$ cat src/rtl/bb3_pkg.sv
`default_nettype none
// ----------------------------------------------------------------------------
// bb3_pkg: shared constants and types of the 3x3 box blur
// Frame geometry, counter widths, the reciprocal used to divide by nine and
// the control group that travels from the window stage to the mean stage.
// ----------------------------------------------------------------------------
package bb3_pkg;

	localparam int FRAME_SIDE = 256;
	localparam int COL_W      = $clog2(FRAME_SIDE);
	localparam int ROW_W      = $clog2(FRAME_SIDE + 2);
	localparam int PIX_W      = 8;

	// nine pixels of at most 255 sum to at most 2295
	localparam int SUM_W       = 12;
	// floor(sum * 7282 / 2^16) equals floor(sum / 9) for every sum below 2304
	localparam int RECIP_NINE  = 7282;
	localparam int RECIP_W     = 13;
	localparam int RECIP_SHIFT = 16;
	localparam int PROD_W      = SUM_W + RECIP_W;

	localparam logic OP_PIXEL = 1'b0;
	localparam logic OP_PAD   = 1'b1;

	typedef logic [PIX_W-1:0] pix_t;
	// index = column * 3 + row, column 0 oldest, row 0 top
	typedef pix_t [8:0] win_t;

	typedef struct packed {
		logic no_top;
		logic no_bottom;
		logic no_left;
		logic no_right;
	} mask_t;

	typedef struct packed {
		logic  valid;
		logic  last;
		mask_t mask;
	} ctl_t;

endpackage
`default_nettype wire

$ cat src/rtl/bb3_mean.sv
`default_nettype none
// ----------------------------------------------------------------------------
// bb3_mean: masked window sum and division by nine
// Sums the unmasked window pixels into a stage register, then divides by a
// reciprocal multiply into the result register.
// ----------------------------------------------------------------------------
module bb3_mean (
	input  wire logic          clk,
	input  wire logic          arst_n,
	input  wire bb3_pkg::ctl_t ctl_s1,
	input  wire bb3_pkg::win_t win_s1,
	output      logic          s2_ready,
	output      logic          out_valid,
	input  wire logic          out_stall,
	output      bb3_pkg::pix_t blurred_pixel,
	output      logic          last_of_frame
);
	import bb3_pkg::*;

	logic              out_ready, valid_s2, last_s2;
	logic [SUM_W-1:0]  sum_next, sum_s2;
	logic [PROD_W-1:0] prod;
	logic [2:0]        keep_col, keep_row;

	assign out_ready = !out_valid || !out_stall;
	assign s2_ready  = !valid_s2 || out_ready;

	assign keep_col = {!ctl_s1.mask.no_right, 1'b1, !ctl_s1.mask.no_left};
	assign keep_row = {!ctl_s1.mask.no_bottom, 1'b1, !ctl_s1.mask.no_top};

	always_comb begin
		sum_next = '0;
		for (int col = 0; col < 3; col++) begin
			for (int row = 0; row < 3; row++) begin
				if (keep_col[col] && keep_row[row]) begin
					sum_next = sum_next + SUM_W'(win_s1[col * 3 + row]);
				end
			end
		end
	end

	assign prod = PROD_W'(sum_s2) * PROD_W'(RECIP_NINE);

	always_ff @(posedge clk or negedge arst_n) begin
		if (!arst_n) begin
			valid_s2  <= 1'b0;
			out_valid <= 1'b0;
		end else begin
			if (s2_ready) begin
				valid_s2 <= ctl_s1.valid;
			end
			if (out_ready) begin
				out_valid <= valid_s2;
			end
		end
	end

	always_ff @(posedge clk) begin
		if (s2_ready && ctl_s1.valid) begin
			sum_s2  <= sum_next;
			last_s2 <= ctl_s1.last;
		end
		if (out_ready && valid_s2) begin
			blurred_pixel <= prod[RECIP_SHIFT +: PIX_W];
			last_of_frame <= last_s2;
		end
	end

endmodule
`default_nettype wire

$ cat config.mk
export PLATFORM = sky130hd
export DESIGN_NAME = bb3_mean
export DESIGN_NICKNAME = d
export VERILOG_FILES = /design/src/rtl/bb3_pkg.sv /design/src/rtl/bb3_mean.sv
export SDC_FILE = /design/constraint.sdc
export NUM_CORES = 1
export LEC_CHECK = 0
export BUFFER_PORTS_ARGS = -buffer_cell sky130_fd_sc_hd__buf_2
export CAP_MARGIN = 20
export CORE_MARGIN = 10
export CORE_UTILIZATION = 55
export CTS_BUF_LIST = sky130_fd_sc_hd__clkbuf_2
export DETAILED_ROUTE_END_ITERATION = 12
export GPL_ROUTABILITY_DRIVEN = 0
export GPL_TIMING_DRIVEN = 0
export PLACE_DENSITY = 0.85
export SLEW_MARGIN = 20
export SYNTH_ARGS = -nofsm -noshare
export SYNTH_HDL_FRONTEND = slang
export SYNTH_SLANG_ARGS = --single-unit
$ cat constraint.sdc
create_clock -name clk -period 5.3 [get_ports clk]
set_clock_uncertainty 0.1 [all_clocks]
set_input_delay 0.795 -clock clk [delete_from_list [all_inputs] [get_ports clk]]
set_output_delay 0.795 -clock clk [all_outputs]
set_load 0.03 [all_outputs]
==> report_table.html <==
<table>
<tr><th>Metric</th><th>Value</th></tr>
<tr><th colspan="2">Clock network</th></tr>
<tr><td>Depth of the CTS H-tree</td><td>1</td></tr>
<tr><td>Inserted Clock Buffers</td><td>3</td></tr>
<tr><td>CTS tree</td><td>yes</td></tr>
<tr><td>Max clock buf depth</td><td>2</td></tr>
<tr><td>Library cell used as clock root buffer</td><td>clkbuf_2</td></tr>
<tr><td>Clock sink count</td><td>24</td></tr>
<tr><td>Worst-path clk slew</td><td>0.23 ns</td></tr>
<tr><td>Source-to-sink clock delay at the later pin of the worst-skew pair</td><td>0.35 ns</td></tr>
<tr><th colspan="2">Logic synthesis</th></tr>
<tr><td>Number of enable-type register cells in the synthesized netlist</td><td>22</td></tr>
<tr><td>Portion of synthesized cell area occupied by the leading cell type</td><td>25.79%</td></tr>
<tr><td>Largest cells by area after synthesis</td><td>ha_1 26%, fa_1 12%, edfxtp_1 11%</td></tr>
<tr><td>Mean instance size in the synthesized netlist</td><td>8.527 um2</td></tr>
<tr><td>Sequential fraction of the synthesis area</td><td>11.36%</td></tr>
<tr><td>Most used standard cell by instance count after synthesis</td><td>ha_1</td></tr>
<tr><td>Fraction of registers with async set or reset after synthesis</td><td>8.333%</td></tr>
<tr><td>Netlist area before placement</td><td>6259 um2</td></tr>
<tr><td>Synth area leader</td><td>ha_1</td></tr>
<tr><td>YS warnings</td><td>0</td></tr>
<tr><td>Post-synthesis cell type count</td><td>59</td></tr>
<tr><td>Prevailing post-synth register cell</td><td>edfxtp_1</td></tr>
<tr><td>Mapped Nets</td><td>982</td></tr>
<tr><td>Synth top cells by count</td><td>129 x ha_1, 101 x inv_1, 64 x nor2_1</td></tr>
<tr><td>Count of mapped cells out of synthesis</td><td>734</td></tr>
<tr><td>#FFs+latches synth</td><td>24</td></tr>
<tr><th colspan="2">Cells and area</th></tr>
<tr><td>Fraction of the core area covered by cells at the end of the flow</td><td>76.29%</td></tr>
<tr><td>Synth-to-layout area growth</td><td>33.89%</td></tr>
<tr><td>Fillcell total</td><td>649</td></tr>
<tr><td>Final design instance area without fill</td><td>8379 um2</td></tr>
<tr><td>Fraction of final layout cells with drive strength greater than 1</td><td>35.59%</td></tr>
<tr><td>Number of antenna diodes</td><td>0</td></tr>
<tr><td>Post-layout net count</td><td>1165</td></tr>
<tr><th colspan="2">Global routing</th></tr>
<tr><td>Vias in the first global route</td><td>6175</td></tr>
<tr><td>Leftover overflow at the end of global routing</td><td>0</td></tr>
<tr><td>First-pass GRT wire length</td><td>27700 um</td></tr>
<tr><td>Overall fraction of global-route tracks in use</td><td>19.79%</td></tr>
<tr><td>Pin count of the biggest net entering global routing</td><td>14</td></tr>
<tr><td>Antenna violations before repair</td><td>0</td></tr>
<tr><th colspan="2">Drt</th></tr>
<tr><td>Final Routed Wirelength</td><td>21760 um</td></tr>
<tr><td>Via-to-Cell Ratio</td><td>6.451</td></tr>
<tr><td>First DRT Iteration DRCs</td><td>652</td></tr>
<tr><td>Routed Antenna Nets</td><td>0</td></tr>
<tr><td>Via count</td><td>6812</td></tr>
<tr><td>Pre-Repair DR Iteration Count</td><td>5</td></tr>
<tr><td>Number of DRC violations after detailed routing</td><td>0</td></tr>
<tr><td>Avg WL per Cell</td><td>20.61 um</td></tr>
<tr><th colspan="2">Flow run</th></tr>
<tr><td>Max capacitance violation total</td><td>0</td></tr>
<tr><th colspan="2">Floorplan</th></tr>
<tr><td>Floorplan row count</td><td>38</td></tr>
<tr><td>Area of the placeable core</td><td>10980 um2</td></tr>
<tr><td>Top-Level Pins</td><td>92</td></tr>
<tr><td>Vert. Die Dim</td><td>126.7 um</td></tr>
<tr><td>Die Footprint</td><td>16050 um2</td></tr>
<tr><td>Initial cell density of the core</td><td>56.98%</td></tr>
<tr><td>DIE WIDTH</td><td>126.7 um</td></tr>
<tr><th colspan="2">Hold path</th></tr>
<tr><td>Path class of the lowest-slack min-delay path</td><td>primary input to asynchronous set/reset pin</td></tr>
<tr><th colspan="2">Timing</th></tr>
<tr><td>Setup ws final</td><td>-4.606 ns</td></tr>
<tr><td>Worst max-slew margin expressed relative to the limit</td><td>43.22%</td></tr>
<tr><td>Hold violation total from the final report</td><td>0</td></tr>
<tr><td>Maximum clock frequency</td><td>100.9 MHz</td></tr>
<tr><td>Fin. max-slew vios</td><td>0</td></tr>
<tr><td>Final number of setup-violating endpoints</td><td>12</td></tr>
<tr><td>Min Hold Slack</td><td>0.08099 ns</td></tr>
<tr><td>Final critical-path required period</td><td>9.906 ns</td></tr>
<tr><td>Slew at the pin closest to its max-slew limit</td><td>0.8499 ns</td></tr>
<tr><td>Unrepaired setup endpoints after global routing</td><td>yes</td></tr>
<tr><td>Portion of the clock cycle consumed by the worst path in the final layout</td><td>186.9%</td></tr>
<tr><th colspan="2">Critical path</th></tr>
<tr><td>Worst setup SP type</td><td>primary input</td></tr>
<tr><td>Type of element capturing the critical path</td><td>register</td></tr>
<tr><td>Highest cell delay on the worst timing path</td><td>0.56 ns</td></tr>
<tr><td>Kind of critical path</td><td>primary input to register</td></tr>
<tr><td>Cell with the largest stage delay on the worst path</td><td>fa_2</td></tr>
<tr><td>Worst path buffer plus inverter count</td><td>11</td></tr>
<tr><td>Worst path arrival time</td><td>9.95 ns</td></tr>
<tr><td>Kind of cell with the highest combined delay on the critical path</td><td>adder cells</td></tr>
<tr><td>Critical path fanouts, max</td><td>3</td></tr>
<tr><td>CP required</td><td>5.34 ns</td></tr>
<tr><th colspan="2">Status</th></tr>
<tr><td>Run status</td><td>complete, but fails checks</td></tr>
<tr><td>Failing checks</td><td>setup timing</td></tr>
<tr><th colspan="2">Place</th></tr>
<tr><td>Placement-stage cell area</td><td>7091 um2</td></tr>
<tr><td>Number of port buffers</td><td>91</td></tr>
<tr><td>Detail Placement HPWL</td><td>12550 um</td></tr>
</table>
[cell type report]
| type | instances | area, um2 | share of cell area [%] |
|---|---|---|---|
| flip-flops and latches | 24 | 710.7 | 8.481 |
| clock buffers | 4 | 20.02 | 0.2389 |
| inverters | 101 | 381.6 | 4.554 |
| repair buffers | 178 | 1146 | 13.68 |
| well taps | 140 | 175.2 | 2.090 |
| multi-input cells | 598 | 5852 | 69.84 |
| plain buffers | 11 | 93.84 | 1.120 |
[sequential cells by signal (all words and copies together) (netlist names)]
register	flops
blurred_pixel	8
last_of_frame	1
last_s2	1
out_valid	1
sum_s2	12
valid_s2	1
[metrics by stage]
step | setup slack [ns] | std cells | setup TNS, ns
3_3_place_gp | -4.430 | 965 | -41.89
5_1_grt | -4.816 | 1056 | -43.54
3_5_place_dp | -4.689 | 965 | -44.65
2_1_floorplan | -3.526 | 734 | -31.61
6_report | -4.606 | 1056 | -41.41
4_1_cts | -3.565 | 1031 | -31.61
[placed cells by master (no fill, tap or decap), types with 4 or more instances in the layout]
cell	instances
o21a_1	9
fa_1	34
clkbuf_2	4
fa_2	4
nor2b_1	11
nor3_1	12
a21oi_1	37
xnor2_1	34
o31a_1	5
a21oi_2	16
a211oi_2	6
a211oi_1	4
xor2_1	12
nand3_1	8
ha_4	19
nor2b_4	5
buf_2	90
mux2_2	7
inv_2	5
edfxtp_1	22
ha_1	107
o21ai_2	11
nor2_2	11
buf_4	82
nand2_1	28
nand2b_1	7
inv_1	95
and2_1	10
clkbuf_1	8
o21ai_1	7
nor2_1	51
a21o_1	20
buf_6	4
o21ai_0	25
xnor2_2	8
[final timing paths]
kind	from	endpoint	slack [ns]	cells after the start
max in group asynchronous	arst_n	out_valid	4.93	1
worst max-delay path	ctl_s1[1]	sum_s2[10]	-4.61	50
worst min register to register	last_s2	last_of_frame	0.35	0
min in group clk	last_s2	last_of_frame	0.35	0
worst min-delay path	arst_n	valid_s2	0.08	1
worst max register to register	sum_s2[8]	blurred_pixel[7]	0.09	16
[layer usage]
metal | part of all wire [%] | track usage [%] | wire length [um]
met4 | 6.2 | 4.488 | 1344
met3 | 8.8 | 2.541 | 1912
met2 | 49 | 38.09 | 10760
met5 | 0 | 0 | 0
met1 | 36 | 22.37 | 7742
[logic make-up after synthesis]
group                    count (synthesis)  share of synthesized area [%]
AO/OA/AOI/OAI                          184                          18.93
XOR/XNOR                                57                          8.577
adder cells (fa/ha/maj)                168                          38.12
buffers and inverters                  112                          6.717
flip-flops                              24                          11.36
multiplexers                            12                          2.079
AND/OR/NAND/NOR                        177                          14.21
[worst reg2reg max path, delay by kind of cell (launching register included)]
family	cells	cell delay, ns
adders and majority gates	6	2.74
xor gates and xnor gates	1	0.08
and+or+nand+nor	1	0.43
AOI/OAI and AO/OA	6	1.01
DFF	1	0.53
buffers and inverters	2	0.13
[repair_timing]
item / CTS / global route
endpoints found under the setup margin: 13 / 15
buffers inserted: 62 / 26
gates resized for setup: 60 / 64
hold buffers: 0 / 0
pin swaps: 54 / 62
Power is left out: the tool's default activity adds up to more than one toggle a clock period on the data nets, which glitch-free logic cannot reach.
